### config.mk
export PLATFORM = sky130hd
export DESIGN_NAME = page_table_walker
export DESIGN_NICKNAME = d
export VERILOG_FILES = /design/src/rtl/ptw_pkg.sv /design/src/rtl/ptw_in_reg.sv /design/src/rtl/ptw_core.sv /design/src/rtl/ptw_out_reg.sv /design/src/rtl/page_table_walker.sv
export SDC_FILE = /design/constraint.sdc
export NUM_CORES = 1
export LEC_CHECK = 0
export ABC_CLOCK_PERIOD_IN_PS = 5800
export BUFFER_PORTS_ARGS = -buffer_cell sky130_fd_sc_hd__buf_4
export CAP_MARGIN = 5
export CORE_ASPECT_RATIO = 1.1
export CORE_MARGIN = 8
export CORE_UTILIZATION = 30
export DETAILED_ROUTE_END_ITERATION = 12
export SLEW_MARGIN = 20
export SYNTH_ARGS = -nofsm -noshare
export SYNTH_HDL_FRONTEND = slang
export SYNTH_SLANG_ARGS = --single-unit
### constraint.sdc
create_clock -name clk -period 5.8 [get_ports clk]
set_input_delay 0.58 -clock clk [delete_from_list [all_inputs] [get_ports clk]]
set_output_delay 0.58 -clock clk [all_outputs]
set_load 0.05 [all_outputs]
### src/rtl/ptw_pkg.sv
package ptw_pkg;

	// Result kinds
	localparam logic [1:0] KIND_REQUEST = 2'd0;
	localparam logic [1:0] KIND_DONE    = 2'd1;
	localparam logic [1:0] KIND_FAULT   = 2'd2;

	// Fault codes
	localparam logic [2:0] ERR_BAD_ROOT      = 3'd0;
	localparam logic [2:0] ERR_NON_CANONICAL = 3'd1;
	localparam logic [2:0] ERR_NOT_PRESENT   = 3'd2;
	localparam logic [2:0] ERR_BAD_ENTRY     = 3'd3;
	localparam logic [2:0] ERR_READ          = 3'd4;

	// Page sizes
	localparam logic [1:0] PSIZE_4K = 2'd0;
	localparam logic [1:0] PSIZE_2M = 2'd1;
	localparam logic [1:0] PSIZE_1G = 2'd2;

	// Operations
	localparam logic OP_START    = 1'b0;
	localparam logic OP_RESPONSE = 1'b1;

	// Register indexes
	localparam logic CFG_FIVE_LEVEL = 1'b0;
	localparam logic CFG_PA_BITS    = 1'b1;

	localparam int PA_W     = 52;
	localparam int CONTIG_W = 31;

	localparam logic [7:0] PA_BITS_MIN   = 8'd36;
	localparam logic [7:0] PA_BITS_MAX   = 8'd52;
	localparam logic [7:0] PA_BITS_RESET = 8'd52;

	// Entry bit positions
	localparam int PTE_P  = 0;
	localparam int PTE_RW = 1;
	localparam int PTE_US = 2;
	localparam int PTE_PS = 7;
	localparam int PTE_NX = 63;

	localparam logic [CONTIG_W-1:0] BYTES_4K = 31'h0000_1000;
	localparam logic [CONTIG_W-1:0] BYTES_2M = 31'h0020_0000;
	localparam logic [CONTIG_W-1:0] BYTES_1G = 31'h4000_0000;

	typedef struct packed {
		logic        operation;
		logic [63:0] virtual_address;
		logic [63:0] root_table;
		logic [63:0] entry_data;
		logic        read_error;
	} item_t;

	typedef struct packed {
		logic [1:0]          result_kind;
		logic [PA_W-1:0]     read_address;
		logic [PA_W-1:0]     physical_address;
		logic [1:0]          page_size;
		logic [CONTIG_W-1:0] contiguous_bytes;
		logic                writable;
		logic                user_ok;
		logic                executable;
		logic [2:0]          error_code;
		logic [2:0]          fault_level;
	} result_t;

	// Physical address mask: width clamped to 36..52, page offset bits cleared
	function automatic logic [PA_W-1:0] addr_mask(input logic [7:0] pa_bits);
		logic [7:0] bits;
		logic [PA_W-1:0] ones;
		bits = pa_bits;
		if (bits < PA_BITS_MIN) bits = PA_BITS_MIN;
		if (bits > PA_BITS_MAX) bits = PA_BITS_MAX;
		ones = ~({PA_W{1'b1}} << bits[5:0]);
		return ones & ~{{(PA_W-12){1'b0}}, 12'hFFF};
	endfunction

endpackage

### src/rtl/ptw_in_reg.sv
module ptw_in_reg import ptw_pkg::*; (
	input  logic  clk,
	input  logic  arst_n,
	input  logic  in_valid,
	output logic  in_ready,
	input  item_t in_item,
	input  logic  advance,
	output logic  valid_s1,
	output item_t item_s1
);

	// Stage takes a new word when empty or when the held word moves on
	assign in_ready = !valid_s1 || advance;

	always_ff @(posedge clk or negedge arst_n) begin
		if (!arst_n) begin
			valid_s1 <= 1'b0;
		end else if (in_ready) begin
			valid_s1 <= in_valid;
		end
	end

	always_ff @(posedge clk) begin
		if (in_ready && in_valid) begin
			item_s1 <= in_item;
		end
	end

endmodule

### src/rtl/ptw_core.sv
module ptw_core import ptw_pkg::*; (
	input  logic       clk,
	input  logic       arst_n,
	input  logic       five_level,
	input  logic [7:0] pa_bits,
	input  item_t      item_s1,
	input  logic       advance,
	output logic       has_result,
	output result_t    result
);

	logic [2:0]      level_q, nxt_level;
	logic [PA_W-1:0] table_q, nxt_table;
	logic [63:0]     va_q, nxt_va;
	logic            wr_q, user_q, exec_q;
	logic            nxt_wr, nxt_user, nxt_exec;

	logic [PA_W-1:0] mask;
	logic [PA_W-1:0] entry_base;
	logic            canon;
	logic            do_req;
	logic [8:0]      idx;

	assign mask       = addr_mask(pa_bits);
	assign entry_base = item_s1.entry_data[PA_W-1:0] & mask;

	// Sign extension check above bit 47 or bit 56
	always_comb begin
		if (five_level) begin
			canon = (&item_s1.virtual_address[63:56]) || !(|item_s1.virtual_address[63:56]);
		end else begin
			canon = (&item_s1.virtual_address[63:47]) || !(|item_s1.virtual_address[63:47]);
		end
	end

	// One walk step
	always_comb begin
		result     = '0;
		has_result = 1'b0;
		do_req     = 1'b0;
		nxt_level  = level_q;
		nxt_table  = table_q;
		nxt_va     = va_q;
		nxt_wr     = wr_q;
		nxt_user   = user_q;
		nxt_exec   = exec_q;
		if (item_s1.operation == OP_START) begin
			if (level_q == 3'd0) begin
				has_result = 1'b1;
				if (item_s1.root_table == 64'd0) begin
					result.result_kind = KIND_FAULT;
					result.error_code  = ERR_BAD_ROOT;
				end else if (!canon) begin
					result.result_kind = KIND_FAULT;
					result.error_code  = ERR_NON_CANONICAL;
				end else begin
					do_req    = 1'b1;
					nxt_va    = item_s1.virtual_address;
					nxt_table = item_s1.root_table[PA_W-1:0] & mask;
					nxt_wr    = 1'b1;
					nxt_user  = 1'b1;
					nxt_exec  = 1'b1;
					nxt_level = five_level ? 3'd5 : 3'd4;
				end
			end
		end else if (level_q != 3'd0) begin
			has_result = 1'b1;
			nxt_wr   = wr_q & item_s1.entry_data[PTE_RW];
			nxt_user = user_q & item_s1.entry_data[PTE_US];
			nxt_exec = exec_q & !item_s1.entry_data[PTE_NX];
			result.writable   = nxt_wr;
			result.user_ok    = nxt_user;
			result.executable = nxt_exec;
			if (item_s1.read_error) begin
				result             = '0;
				result.result_kind = KIND_FAULT;
				result.error_code  = ERR_READ;
				result.fault_level = level_q;
			end else if (!item_s1.entry_data[PTE_P]) begin
				result             = '0;
				result.result_kind = KIND_FAULT;
				result.error_code  = ERR_NOT_PRESENT;
				result.fault_level = level_q;
			end else if (level_q == 3'd1) begin
				result.result_kind      = KIND_DONE;
				result.page_size        = PSIZE_4K;
				result.physical_address = {entry_base[PA_W-1:12], va_q[11:0]};
				result.contiguous_bytes = BYTES_4K - {19'd0, va_q[11:0]};
			end else if (item_s1.entry_data[PTE_PS] && level_q == 3'd3) begin
				result.result_kind      = KIND_DONE;
				result.page_size        = PSIZE_1G;
				result.physical_address = {entry_base[PA_W-1:30], va_q[29:0]};
				result.contiguous_bytes = BYTES_1G - {1'b0, va_q[29:0]};
			end else if (item_s1.entry_data[PTE_PS] && level_q == 3'd2) begin
				result.result_kind      = KIND_DONE;
				result.page_size        = PSIZE_2M;
				result.physical_address = {entry_base[PA_W-1:21], va_q[20:0]};
				result.contiguous_bytes = BYTES_2M - {10'd0, va_q[20:0]};
			end else if (item_s1.entry_data[PTE_PS] || entry_base == '0) begin
				// large page at level 5 or 4, or a null next table
				result             = '0;
				result.result_kind = KIND_FAULT;
				result.error_code  = ERR_BAD_ENTRY;
				result.fault_level = level_q;
			end else begin
				do_req    = 1'b1;
				nxt_table = entry_base;
				nxt_level = level_q - 3'd1;
			end
			if (!do_req) begin
				nxt_level = 3'd0;
			end
		end

		// Entry read request for the new level
		unique case (nxt_level)
			3'd1:    idx = nxt_va[20:12];
			3'd2:    idx = nxt_va[29:21];
			3'd3:    idx = nxt_va[38:30];
			3'd4:    idx = nxt_va[47:39];
			3'd5:    idx = nxt_va[56:48];
			default: idx = 9'd0;
		endcase
		if (do_req) begin
			result              = '0;
			result.result_kind  = KIND_REQUEST;
			result.read_address = {nxt_table[PA_W-1:12], idx, 3'b000};
		end
	end

	// Walk state
	always_ff @(posedge clk or negedge arst_n) begin
		if (!arst_n) begin
			level_q <= 3'd0;
			table_q <= '0;
			va_q    <= '0;
			wr_q    <= 1'b1;
			user_q  <= 1'b1;
			exec_q  <= 1'b1;
		end else if (advance) begin
			level_q <= nxt_level;
			table_q <= nxt_table;
			va_q    <= nxt_va;
			wr_q    <= nxt_wr;
			user_q  <= nxt_user;
			exec_q  <= nxt_exec;
		end
	end

endmodule

### src/rtl/ptw_out_reg.sv
module ptw_out_reg import ptw_pkg::*; (
	input  logic    clk,
	input  logic    arst_n,
	input  logic    load,
	input  result_t load_data,
	output logic    space,
	output logic    out_valid,
	input  logic    out_ready,
	output result_t out_data
);

	logic valid_q;

	assign space     = !valid_q || out_ready;
	assign out_valid = valid_q;

	// Result word held until taken
	always_ff @(posedge clk or negedge arst_n) begin
		if (!arst_n) begin
			valid_q <= 1'b0;
		end else if (load) begin
			valid_q <= 1'b1;
		end else if (out_ready) begin
			valid_q <= 1'b0;
		end
	end

	always_ff @(posedge clk) begin
		if (load) begin
			out_data <= load_data;
		end
	end

endmodule

### src/rtl/page_table_walker.sv
// channel  direction  handshake            payload
// in       input      in_valid/in_ready    operation .. read_error
// out      output     out_valid/out_ready  result_kind .. fault_level
// cfg      input      cfg_write            cfg_index, cfg_data
//
// One input word per cycle unless stalled by a full result register; a word
// with a result goes: input register, one step logic pass, result register.
// Walk state updates as the word leaves the input register.
// Reset clears the walk to idle and the registers to four-level, 52-bit width.
// A full result register stalls only words that produce a result.
module page_table_walker import ptw_pkg::*; (
	input  logic                clk,
	input  logic                arst_n,
	input  logic                in_valid,
	output logic                in_ready,
	input  logic                operation,
	input  logic [63:0]         virtual_address,
	input  logic [63:0]         root_table,
	input  logic [63:0]         entry_data,
	input  logic                read_error,
	output logic                out_valid,
	input  logic                out_ready,
	output logic [1:0]          result_kind,
	output logic [PA_W-1:0]     read_address,
	output logic [PA_W-1:0]     physical_address,
	output logic [1:0]          page_size,
	output logic [CONTIG_W-1:0] contiguous_bytes,
	output logic                writable,
	output logic                user_ok,
	output logic                executable,
	output logic [2:0]          error_code,
	output logic [2:0]          fault_level,
	input  logic                cfg_write,
	input  logic                cfg_index,
	input  logic [7:0]          cfg_data
);

	logic       five_level_q;
	logic [7:0] pa_bits_q;

	item_t   in_item, item_s1;
	logic    valid_s1, advance, has_result, space;
	result_t step_res, out_res;

	// Configuration registers
	always_ff @(posedge clk or negedge arst_n) begin
		if (!arst_n) begin
			five_level_q <= 1'b0;
			pa_bits_q    <= PA_BITS_RESET;
		end else if (cfg_write) begin
			unique case (cfg_index)
				CFG_FIVE_LEVEL: five_level_q <= cfg_data[0];
				CFG_PA_BITS:    pa_bits_q    <= cfg_data;
				default:        ;
			endcase
		end
	end

	assign in_item.operation       = operation;
	assign in_item.virtual_address = virtual_address;
	assign in_item.root_table      = root_table;
	assign in_item.entry_data      = entry_data;
	assign in_item.read_error      = read_error;

	// Word moves on unless its result finds the output full
	assign advance = valid_s1 && (!has_result || space);

	ptw_in_reg u_in (
		.clk      (clk),
		.arst_n   (arst_n),
		.in_valid (in_valid),
		.in_ready (in_ready),
		.in_item  (in_item),
		.advance  (advance),
		.valid_s1 (valid_s1),
		.item_s1  (item_s1)
	);

	ptw_core u_core (
		.clk        (clk),
		.arst_n     (arst_n),
		.five_level (five_level_q),
		.pa_bits    (pa_bits_q),
		.item_s1    (item_s1),
		.advance    (advance),
		.has_result (has_result),
		.result     (step_res)
	);

	ptw_out_reg u_out (
		.clk       (clk),
		.arst_n    (arst_n),
		.load      (advance && has_result),
		.load_data (step_res),
		.space     (space),
		.out_valid (out_valid),
		.out_ready (out_ready),
		.out_data  (out_res)
	);

	assign result_kind      = out_res.result_kind;
	assign read_address     = out_res.read_address;
	assign physical_address = out_res.physical_address;
	assign page_size        = out_res.page_size;
	assign contiguous_bytes = out_res.contiguous_bytes;
	assign writable         = out_res.writable;
	assign user_ok          = out_res.user_ok;
	assign executable       = out_res.executable;
	assign error_code       = out_res.error_code;
	assign fault_level      = out_res.fault_level;

endmodule
**Word-level counts from Yosys, hierarchy flattened**

Cells that the tools add are included.

- Add/sub/neg operators: 4
- Bitwise operators: 11
- Muxes and demuxes: 86
- Reductions and logical operators: 37
- Shift operators: 1
- Magnitude comparators: 2
- Equality and inequality tests: 10

Operator list:

| operator | number |
|---|---|
| 2-to-1 mux 52 bit | 14 |
| 2-to-1 mux 148 bit | 4 |
| 2-to-1 mux 85 bit | 3 |
| 2-to-1 mux 57 bit | 4 |
| 2-to-1 mux 146 bit | 1 |
| 2-to-1 mux 140 bit | 1 |
| AND 52 bit | 2 |
| zero test 64 bit | 1 |
| zero test 52 bit | 1 |
| inverter 52 bit | 1 |
| left shift 52 x 6 -> 52 bit, first input constant | 1 |
| 2-to-1 mux 3 bit | 16 |
| one-hot mux 9 bit (5 select lines) | 1 |
| subtractor 31 x 30 -> 31 bit, first input constant | 1 |
| 2-to-1 mux 1 bit | 30 |
| 2-to-1 mux 9 bit | 3 |
| subtractor 22 x 21 -> 23 bit, first input constant | 1 |
| AND reduction 17 bit | 1 |
| OR reduction 17 bit | 1 |
| OR reduction 8 bit | 2 |
| 2-to-1 mux 2 bit | 7 |
| subtractor 13 x 12 -> 14 bit, first input constant | 1 |
| == test 3 x 2 -> 1 bit, second input constant | 4 |
| AND reduction 5 bit | 2 |
| 23 further kinds | 48 |

- Output and inout bits: 150
- Register bits after elaboration: 456
- Bits of input ports: 208
- Logic and storage cells: 179

**Depth between registers and ports, before layout**

Gate-level depths: netlist of run 1.

- Depth after elaboration: 23
- Mapped depth: 16
- Mapped depth without buffers: 14

**By module**

From an unflattened synthesis of run 1, not the netlist that was laid out.

- Cells, all modules: 1379
- Area, all modules: 18642.9 sq um

Modules (own cells, without submodules):

| module | area an instance (sq um) | cells an instance | times used | seq. area each (sq um) |
|---|---|---|---|---|
| ptw_core | 7876.3 | 1007 | 1 | 2456.1 |
| ptw_in_reg | 5879.4 | 198 | 1 | 5850.6 |
| ptw_out_reg | 4491.8 | 151 | 1 | 4469.3 |
| page_table_walker | 395.4 | 23 | 1 | 229.0 |

**Worst setup path before layout of run 1**

Ideal clock, no wire load.

- Kind: reg-to-reg
- From: register u_core.level_q[0]
- To: register, netlist name u_in.item_s1[0]
- Cell stages (with the launch flop): 7
- Data required time: 5244 ps
- Path slack: -493 ps
- Path buffers: 0
- Library setup time: 556 ps
- Period minus slack after synthesis: 6293 ps
- Arrival time: 5738 ps
- Cells stage by stage: dfrtp_1 -> inv_1 -> ha_1 -> nand2_1 -> ha_1 -> nand3_1 -> and2_1

- Longest elaborated chain between the ends: 8
- Elaborated cells between the ends (all ways): 10
- Classes of those cells: mux (3); reduce/logical (7)

Ends and longest elaborated chain:

| item | RTL line | source |
|---|---|---|
| from (decl) | ptw_core.sv:12 | `logic [2:0] level_q, nxt_level;` |
| from (signal assigned) | ptw_core.sv:141 | `level_q <= nxt_level;` |
| zero test 3 bit or nonzero test 3 bit (tied branches) | ptw_core.sv:48, ptw_core.sv:66 |  |
| 2-to-1 mux 1 bit, on equally long branches | ptw_core.sv:48, ptw_core.sv:66 |  |
| 2-to-1 mux 1 bit (*) | ptw_core.sv:47 | `if (item_s1.operation == OP_START) begin` |
| zero test 1 bit (*) | page_table_walker.sv:66 | `assign advance = valid_s1 && (!has_result \|\| space);` |
| logical OR 1 bit (*) | page_table_walker.sv:66 |  |
| logical AND 1 bit (*) | page_table_walker.sv:66 |  |
| logical OR 1 bit (*) | ptw_in_reg.sv:13 | `assign in_ready = !valid_s1 \|\| advance;` |
| net in_ready | page_table_walker.sv:15 | `output logic in_ready,` |
| logical AND 1 bit (*) | ptw_in_reg.sv:24 | `if (in_ready && in_valid) begin` |

The timed path passes the listed nets; every way through them passes the cells marked *.
A chain may end at the register's enable or synchronous reset.

**Final worst setup path of run 1**

- From: register pa_bits_q[4]
- To: register u_out.out_data[105] (netlist name), data pin

- Longest elaborated chain between the ends: 23
- Elaborated cells between the ends (all ways): 35
- Classes of those cells: order compare (2); eq/ne (5); shift (1); mux (23); bitwise (2); reduce/logical (2)

Ends and longest elaborated chain:

| item | RTL line | source |
|---|---|---|
| from (decl) | page_table_walker.sv:39 | `logic [7:0] pa_bits_q;` |
| from (signal assigned) | page_table_walker.sv:53 | `CFG_PA_BITS: pa_bits_q <= cfg_data;` |
| < comparator 8 x 6 -> 1 bit | ptw_pkg.sv:72 | `if (bits < PA_BITS_MIN) bits = PA_BITS_MIN;` |
| 2-to-1 mux 8 bit (*) | ptw_pkg.sv:72 |  |
| > comparator 8 x 6 -> 1 bit | ptw_pkg.sv:73 | `if (bits > PA_BITS_MAX) bits = PA_BITS_MAX;` |
| 2-to-1 mux 6 bit (*) | ptw_pkg.sv:73 |  |
| left shift 52 x 6 -> 52 bit (*) | ptw_pkg.sv:74 | `ones = ~({PA_W{1'b1}} << bits[5:0]);` |
| inverter 52 bit (*) | ptw_pkg.sv:74 |  |
| AND 52 bit (*) | ptw_core.sv:25 | `assign entry_base = item_s1.entry_data[PA_W-1:0] & mask;` |
| zero test 52 bit (*) | ptw_core.sv:99 | `end else if (item_s1.entry_data[PTE_PS] \|\| entry_base == '0) begin` |
| [7 not listed] | - |  |
| 2-to-1 mux 1 bit | ptw_core.sv:66 | `end else if (level_q != 3'd0) begin` |
| 2-to-1 mux 1 bit | ptw_core.sv:47 |  |
| 2-to-1 mux 3 bit | ptw_core.sv:110 | `if (!do_req) begin` |
| 2-to-1 mux 3 bit | ptw_core.sv:66 |  |
| 2-to-1 mux 3 bit | ptw_core.sv:47 |  |
| == test 3 bit (tied with other cells) | ptw_core.sv:116 | `unique case (nxt_level)` |
| one-hot mux 9 bit (5 select lines) | ptw_core.sv:116 |  |
| 2-to-1 mux 146 bit (*) | ptw_core.sv:124 | `if (do_req) begin` |
| to (signal assigned) | ptw_out_reg.sv:30 | `out_data <= load_data;` |
| to (decl) | ptw_out_reg.sv:9 | `output result_t out_data` |

Every way passes the cells marked *; elsewhere a longest branch is shown, timed or not. The select of a mux whose other input is x is not followed.

==> results of run 1 <==
## cell usage in the layout (no fill, tap or decap), types with 6 or more instances in the layout
cell	synthesis	routed
ha_1	9	9
a22oi_1	8	8
nand2b_1	7	7
dfrtp_1	108	108
o211ai_1	10	10
nor2_1	115	115
xnor2_1	11	11
mux2i_1	47	47
nand3_1	20	20
clkbuf_1	41	9
edfxtp_1	319	319
mux2_2	97	97
and3_1	26	25
nand4_1	11	11
a22o_1	8	8
inv_1	13	13
nand2_1	89	88
clkinv_2	0	8
clkinv_1	0	8
clkbuf_16	0	50
xor2_1	13	13
dfstp_2	6	6
buf_4	8	361
nor3_1	15	15
nor4_1	32	32
a21oi_1	106	106
a211oi_1	25	25
nor2b_1	47	46
a31oi_1	8	8
o21ai_0	61	61
## registers in the layout, summed over array words and instances, names as in the netlist
register / cells
u_core.table_q: 40
u_core.user_q: 1
u_core.level_q: 3
five_level_q: 1
u_out.out_valid: 1
u_out.out_data: 144
u_in.valid_s1: 1
pa_bits_q: 8
u_in.item_s1: 175
u_core.wr_q: 1
u_core.exec_q: 1
u_core.va_q: 57
## worst paths after layout
check                                        from  slack (ns)                  end
worst min-delay path                       arst_n        0.04       u_core.va_q[4]
min in group clk                   root_table[36]        0.16    u_in.item_s1[101]
worst min register to register  u_in.item_s1[129]        0.46       u_core.va_q[0]
worst max register to register       pa_bits_q[4]        1.12  u_out.out_data[105]
worst max-delay path                 pa_bits_q[4]        1.12  u_out.out_data[105]
max in group asynchronous                  arst_n        4.25        u_in.valid_s1
## report_power, final
group          internal [mW]  switching [mW]
clock                   1.76            1.29
sequential              3.92           0.322
combinational          0.808            1.69
total                   6.48            3.30
## critical path, stage by stage (launching register included)
cell and delay [ns]:
dfstp_2 0.43, a211o_1 0.41, o21ai_0 0.58, and4_1 0.30
nand4_1 0.14, nor3_4 0.43, or2_2 0.22, ha_1 0.23
nor2_1 0.10, a21oi_1 0.07, o41ai_4 0.22, buf_4 0.39
or3b_1 0.40, nor2_1 0.10, a211oi_1 0.25, a21oi_1 0.09
## layout make-up
class                      instances  share of cell area
timing repair buffer             363               0.118
inverter                          13             0.00209
multi-input combinational        831               0.236
antenna                            4            0.000428
tap                              824              0.0441
clock inverter                    28              0.0105
clock buffer                      62              0.0567
sequential                       433               0.532
## Yosys cell counts (3+ instances only)
cell,instances,area (um^2)
a22oi_1,8,60.1
a22o_1,8,70.1
and3_1,26,163
a21oi_1,106,531
o211a_1,4,40.0
nand2_1,89,334
o211ai_1,10,75.1
xor2_1,13,114
a211oi_1,25,188
nor2b_1,47,294
nor2_1,115,432
or3_1,4,25.0
or4_1,4,30.0
nand3_1,20,100
nand4_1,11,68.8
mux2_2,97,1090
a21boi_0,3,22.5
mux2i_1,47,470
o21ai_0,61,305
xnor2_1,11,96.3
edfxtp_1,319,9580
nor4_1,32,200
nor3_1,15,75.1
nand3b_1,4,30.0
buf_2,17,85.1
dfrtp_1,108,2700
inv_1,13,48.8
a31oi_1,8,50.1
clkbuf_1,41,154
dfstp_2,6,158
buf_4,8,60.1
nand2b_1,7,43.8
buf_1,5,18.8
ha_1,9,113
or2_2,5,31.3
## logic make-up after synthesis
kind of cell,after synthesis,synth area share
buffers and inverters,85,0.0206
muxes,144,0.0854
adders and majority gates,9,0.00615
DFF,433,0.680
and+or+nand+nor,394,0.109
xor gates and xnor gates,24,0.0115
other,1,0.000205
AOI/OAI and AO/OA,257,0.0870
## routing by layer
layer,vias up,global-route usage,share of wire
met5,-,0,0
met4,0,0.0676,0.036
met3,110,0.0300,0.055
met2,431,0.269,0.48
met1,6314,0.218,0.43
li1,5733,-,-
==> impl_results.md, run 1 <==
- CTS Root Cell: clkbuf_16
- Seq/Total Area, Yosys: 0.680
- Peak VDD IR: 0.000247 V
- Global-route wire length before repair: 85500 um
- HPWL Detailed: 43200 um
- Worst R2R Path Depth: 15
- RSZ-0062 raised after global routing: no
- CP Capture Type: flop
- Post-CTS Hold Fix Bufs: 0
- Share of cells above drive strength 1: 0.328
- Post-CTS Setup Bufs: 0
- Syn Inst Count: 1347
- Fin nets: 1907
- Slew Viols, Final: 0
- Initial antenna violation count: 4
- First-pass DRT Iterations: 5
- Starting Density: 0.301
- GRT overflow: 0
- Design area: 0.0234 mm^2
- Total die area: 0.0692 mm^2
- Shortest period the worst path allows: 4.68 ns
- FP Rows: 95
- CP Class: flop to flop
- Setup WS pre-CTS: 1.16 ns
- Worst min path class: primary input to async pin
- IO Port Bufs: 335
- Number of global-route vias before repair: 13000
- Dpl cells: 2464
- Gpl congestion: 0.833
- Die span in x: 252 um
- Post-synthesis cell area: 0.0183 mm^2
- Total Power: 9.78 mW
- Max clock buf depth: 3
- Primary FF master, synth: edfxtp_1
- Yosys warns: 0
- Synth Register Bits: 433
- Final Hold Fails: 0
- Post-synthesis async set-or-reset flop share: 0.263
- Library cells used by synthesis: 67
- Cts repair resizes: 0
- Number of flops mapped to enable cells by yosys: 319
- Crit-path max FO: 24
- Status: completed
- Filler cells: 5805
- Avg Inst Size Synth: 13.6 um^2
- Worst EP required: 6.10 ns
- Core Util, Final: 0.385
- Sum Neg Setup Slack: 0 ns
- Worst-path clk slew: 0.06 ns
- Via Count: 12600
- Tcrit/Tclk final: 0.807
- CORE AREA: 0.0607 mm^2
- Final setup vio count: 0
- Tightest Pin Transition: 1.03 ns
- Leak pwr: 9.32 nW
- Max cap viols: 0
- WL per Instance: 23.1 um
- Final Skew: 0.0185 ns
- Post-Route WL: 59100 um
- Area Overhead vs Synth: 27.7%
- Critical path launch point type: flop
- Clock tree from TritonCTS: yes
- Largest net degree at the start of global routing: 67
- Iteration-0 DRC Markers: 1184
- Total track usage: 0.166
- Final setup margin: 1.12 ns
- PD cells: 419 mW/mm^2
- TritonCTS Sinks: 433
- Non-filler instance count after layout: 2558
- Area of the multi-input gates: 0.00552 mm^2
- Max_slew headroom: 0.312
- Later-pin clock latency in the skew report: 0.59 ns
- Fmax achieved: 0.214 GHz
- Min Hold Slack: 0.0433 ns
- CTS Buf Count: 48
- Post-route ant nets: 0
- WP data arrival: 4.98 ns
- Via/cell ratio: 4.92
- Htree depth: 2
- Io pins: 358
- Die height: 275 um
- Sequential cell area: 0.0124 mm^2
- Area after DPL: 0.0218 mm^2
- Post-route DRC: 0
Power figures use the tool's default switching activity.
==> run 2, diff against run 1 <==
ABC_AREA = 1   (was default)
ABC_CLOCK_PERIOD_IN_PS = 4450   (was 5800)
clock period = 4.45 ns   (was 5.8 ns; I/O delays follow)
==> run 2 against run 1 <==
Net effect: total power is 75% higher; clock skew shrank 0.0053 ns; first-iteration DRC count down 8.5%; combinational power grew to 2.5 times the previous value; synthesized area increased by 0.35%; clock power increased by 37%; routed wire length is 0.51% higher; die area up 0.33%; sequential power up 56%; sequential share of layout area shrank 1.5 points; critical path type unchanged; largest cell class unchanged.
==> impl_results.md, run 2 <==
- Status: completed (unchanged)
- WP data arrival: 4.39 ns (was 4.98 ns)
- Max clock buf depth: 3 (unchanged)
- FP Rows: 95 (unchanged)
- Final Hold Fails: 0 (unchanged)
- Die height: 276 um (was 275 um)
- Worst Hold Depth: 1
- Most frequent CP cell: nand2_1
- Global-route wire length before repair: 87300 um (was 85500 um)
- Final setup margin: 0.500 ns (was 1.12 ns)
- Post-synthesis async set-or-reset flop share: 0.263 (unchanged)
- WHS Endpoint: u_in.item_s1[83]
- Worst-path clk slew: 0.06 ns (about the same)
- Mux contribution to synthesized area: 0.00307 (was 0.0854)
- NetSw: 7.13 mW (was 3.30 mW)
- Starting Density: 0.302 (was 0.301)
- Commonest non-fill, non-tap cells in the layout: 357 x buf_4, 319 x edfxtp_1, 211 x nand2_1, 197 x nor2_1, 178 x o21ai_0 (was 361 x buf_4, 319 x edfxtp_1, 115 x nor2_1, 108 x dfrtp_1, 106 x a21oi_1)
- Largest net degree at the start of global routing: 128 (was 67)
- Later-pin clock latency in the skew report: 0.59 ns (about the same)
- GRT overflow: 0 (unchanged)
- Main combinational cell family by area after synthesis: simple AND/OR/NAND/NOR gates (unchanged)
- Critical Path, Cell by Cell: nor2_4 -> nand2_2 -> inv_2 -> nand2_1 -> o21bai_1 -> nand2_1 -> nand3_1 -> nor2_1 -> nand3_2 -> nand2_1 -> nand2_1 -> nand3_1 -> nand2_1 -> nand2_1 -> nand2_1 -> buf_4 -> inv_2 -> nand3_1 -> nand2_1 -> nor2_1 -> nor2_1 (was a211o_1 -> o21ai_0 -> and4_1 -> nand4_1 -> nor3_4 -> or2_2 -> ha_1 -> nor2_1 -> a21oi_1 -> o41ai_4 -> buf_4 -> or3b_1 -> nor2_1 -> a211oi_1 -> a21oi_1)
- Fmax achieved: 0.253 GHz (was 0.214 GHz)
- Top delay family on crit path: simple AND/OR/NAND/NOR gates (unchanged)
- Die span in x: 252 um (about the same)
- Htree depth: 2 (unchanged)
- IO Port Bufs: 335 (unchanged)
- CORE AREA: 0.0609 mm^2 (was 0.0607 mm^2)
- Tcrit/Tclk final: 0.888 (was 0.807)
- Yosys warns: 0 (unchanged)
- Core Util, Final: 0.396 (was 0.385)
- Synthesized-area fraction occupied by and/or/nand/nor cells: 0.142 (was 0.109)
- Worst R2R Start: pa_bits_q[7] (was pa_bits_q[4])
- Tightest Pin Transition: 0.825 ns (was 1.03 ns)
- Crit-path max FO: 19 (was 24)
- Top-count cell post-synth: edfxtp_1 (unchanged)
- Number of flops mapped to enable cells by yosys: 319 (unchanged)
- Max FFs per register: 175 (unchanged)
- Clock Power Share: 0.244 (was 0.311)
- Commonest non-fill, non-tap cell in the layout: buf_4 (unchanged)
- Library cells used by synthesis: 50 (was 67)
- R2r endpoint: u_out.out_data[100] (was u_out.out_data[105])
- Avg Inst Size Synth: 10.9 um^2 (was 13.6 um^2)
- Slew Viols, Final: 0 (unchanged)
- Worst min path class: primary input to flop (was primary input to async pin)
- WL per Instance: 20.2 um (was 23.1 um)
- Final setup vio count: 0 (unchanged)
- Post-synthesis cell area: 0.0184 mm^2 (was 0.0183 mm^2)
- Post-route DRC: 0 (unchanged)
- Post-CTS Hold Fix Bufs: 53 (was 0)
- Leak pwr: 9.90 nW (was 9.32 nW)
- Post-Synth Adder-Cell Area: 0.00613 (was 0.00615)
- TritonCTS Sinks: 433 (unchanged)
- PD cells: 713 mW/mm^2 (was 419 mW/mm^2)
- Synth top area share: 0.522 (was 0.523)
- Gpl congestion: 0.858 (was 0.833)
- Initial antenna violation count: 1 (was 4)
- Dpl cells: 2787 (was 2464)
- Cts repair resizes: 0 (unchanged)
- CP max stage delay: 0.40 ns (was 0.58 ns)
- Seq/Total Area, Yosys: 0.677 (was 0.680)
- Reg2reg setup slack: 0.50 ns (was 1.12 ns)
- Synth Register Bits: 433 (unchanged)
- Worst R2R Path Depth: 21 (was 15)
- Worst Min Path Start: root_table[18]
- Xor/xnor share of the synthesized area: 0.00763 (was 0.0115)
- Setup WS pre-CTS: 0.529 ns (was 1.16 ns)
- Non-filler instance count after layout: 2935 (was 2558)
- Sum Neg Setup Slack: 0 ns (unchanged)
- Syn Inst Count: 1679 (was 1347)
- Max_slew headroom: 0.450 (was 0.312)
- Max cap viols: 0 (unchanged)
- Min Hold Slack: 0.0384 ns (was 0.0433 ns)
- Shortest period the worst path allows: 3.95 ns (was 4.68 ns)
- Sequential share of power: 0.385 (was 0.433)
- Iteration-0 DRC Markers: 1083 (was 1184)
- Critical path launch point type: flop (unchanged)
- CTS Buf Count: 51 (was 48)
- HPWL Detailed: 42600 um (was 43200 um)
- Worst EP required: 4.89 ns (was 6.10 ns)
- Post-route ant nets: 0 (unchanged)
- Peak VDD IR: 0.000526 V (was 0.000247 V)
- CP Class: flop to flop (unchanged)
- Post-synth top cells: 319 x edfxtp_1, 218 x nand2_1, 197 x nor2_1, 178 x o21ai_0, 147 x inv_1 (was 319 x edfxtp_1, 115 x nor2_1, 108 x dfrtp_1, 106 x a21oi_1, 97 x mux2_2)
- Final Skew: 0.0132 ns (was 0.0185 ns)
- Largest cells by area after synthesis: edfxtp_1 52%, dfrtp_1 15%, o21ai_0 4.9% (was edfxtp_1 52%, dfrtp_1 15%, mux2_2 6.0%)
- RSZ-0062 raised after global routing: no (unchanged)
- Buf/Inv on CP: 3 (was 1)
- Sw frac: 0.415 (was 0.337)
- Share of cells above drive strength 1: 0.232 (was 0.328)
- Internal power: 10.0 mW (was 6.48 mW)
- Number of global-route vias before repair: 14100 (was 13000)
- Clock tree from TritonCTS: yes (unchanged)
- Fin nets: 2286 (was 1907)
- Primary FF master, synth: edfxtp_1 (unchanged)
- Total die area: 0.0694 mm^2 (was 0.0692 mm^2)
- Comb power frac: 0.371 (was 0.255)
- Slowest CP cell: dfrtp_1 (was o21ai_0)
- Via Count: 14200 (was 12600)
- Io pins: 358 (unchanged)
- Compound-cell area share of the yosys netlist: 0.113 (was 0.0870)
- Top reg by flops: u_in.item_s1 (unchanged)
- Via/cell ratio: 4.82 (was 4.92)
- CTS Root Cell: clkbuf_16 (unchanged)
- First-pass DRT Iterations: 5 (unchanged)
- Post-Route WL: 59400 um (was 59100 um)
- Biggest regs: u_in.item_s1: 175 flops, u_out.out_data: 144 flops, u_core.va_q: 57 flops (unchanged)
- Post-CTS Setup Bufs: 0 (unchanged)
- Post-synth top area cell: edfxtp_1 (unchanged)
- CP Capture Type: flop (unchanged)
- Total track usage: 0.165 (was 0.166)
- CP startpoint: pa_bits_q[7] (was pa_bits_q[4])
- Area Overhead vs Synth: 31.1% (was 27.7%)
## run 2: cell types whose count changed in the layout (fill, tap and decap cells not counted), sizes merged, moves of 21 or more
cell / change
o21ai: +141
inv: +140
nand2: +132
mux2: -92
nor2: +89
nand3: +63
dlygate4sd3: +53
mux2i: -47
nor2b: -47
a31oi: +26
a211oi: -22
and3: -21
## run 2: area by class of cell
type / instances / area, um^2
fillers: 5936 / 36800
flip-flops and latches: 433 / 12400
multi-input cells: 1011 / 5020
repair buffers: 415 / 3310
clock buffers: 63 / 1360
well taps: 824 / 1030
inverters: 157 / 598
clock inverters: 31 / 304
diodes: 1 / 2.50
## run 2: worst max path at each step
stage,to,cells after the start
floorplan,u_in.item_s1[0],7
global placement,u_out.out_data[100],22
detailed placement,u_out.out_data[105],22
CTS,u_out.out_data[105],22
global route,u_out.out_data[100],22
finish,u_out.out_data[100],21
## run 2: through the flow
stage	area [um^2]	power, mW
2_1_floorplan	18400	10.8
3_3_place_gp	21900	12.9
3_5_place_dp	21900	13.1
4_1_cts	24100	17.3
5_1_grt	24100	18.0
6_report	24100	17.2
## run 2: logic make-up after synthesis
kind of cell / count (synthesis)
other: 1
buffers and inverters: 237
AO/OA/AOI/OAI: 389
AND/OR/NAND/NOR: 589
XOR/XNOR: 16
multiplexers: 5
flip-flops: 433
adder cells (fa/ha/maj): 9
## run 2: layer usage
metal / track usage / up-vias / wire length [um]
li1: - / 6671 / -
met1: 0.213 / 6838 / 25100
met2: 0.271 / 535 / 28100
met3: 0.0381 / 107 / 4130
met4: 0.0600 / 0 / 2060
met5: 0 / - / 0
## run 2: power groups by stage
stage                     logic (mW)  clock network [mW]  registers, mW
after floorplan                 2.36                   0           8.41
after global placement          6.27                   0           6.66
after detailed placement        6.37                   0           6.68
after CTS                       6.43                4.30           6.61
after global routing            6.86                4.45           6.73
final                           6.37                4.19           6.61
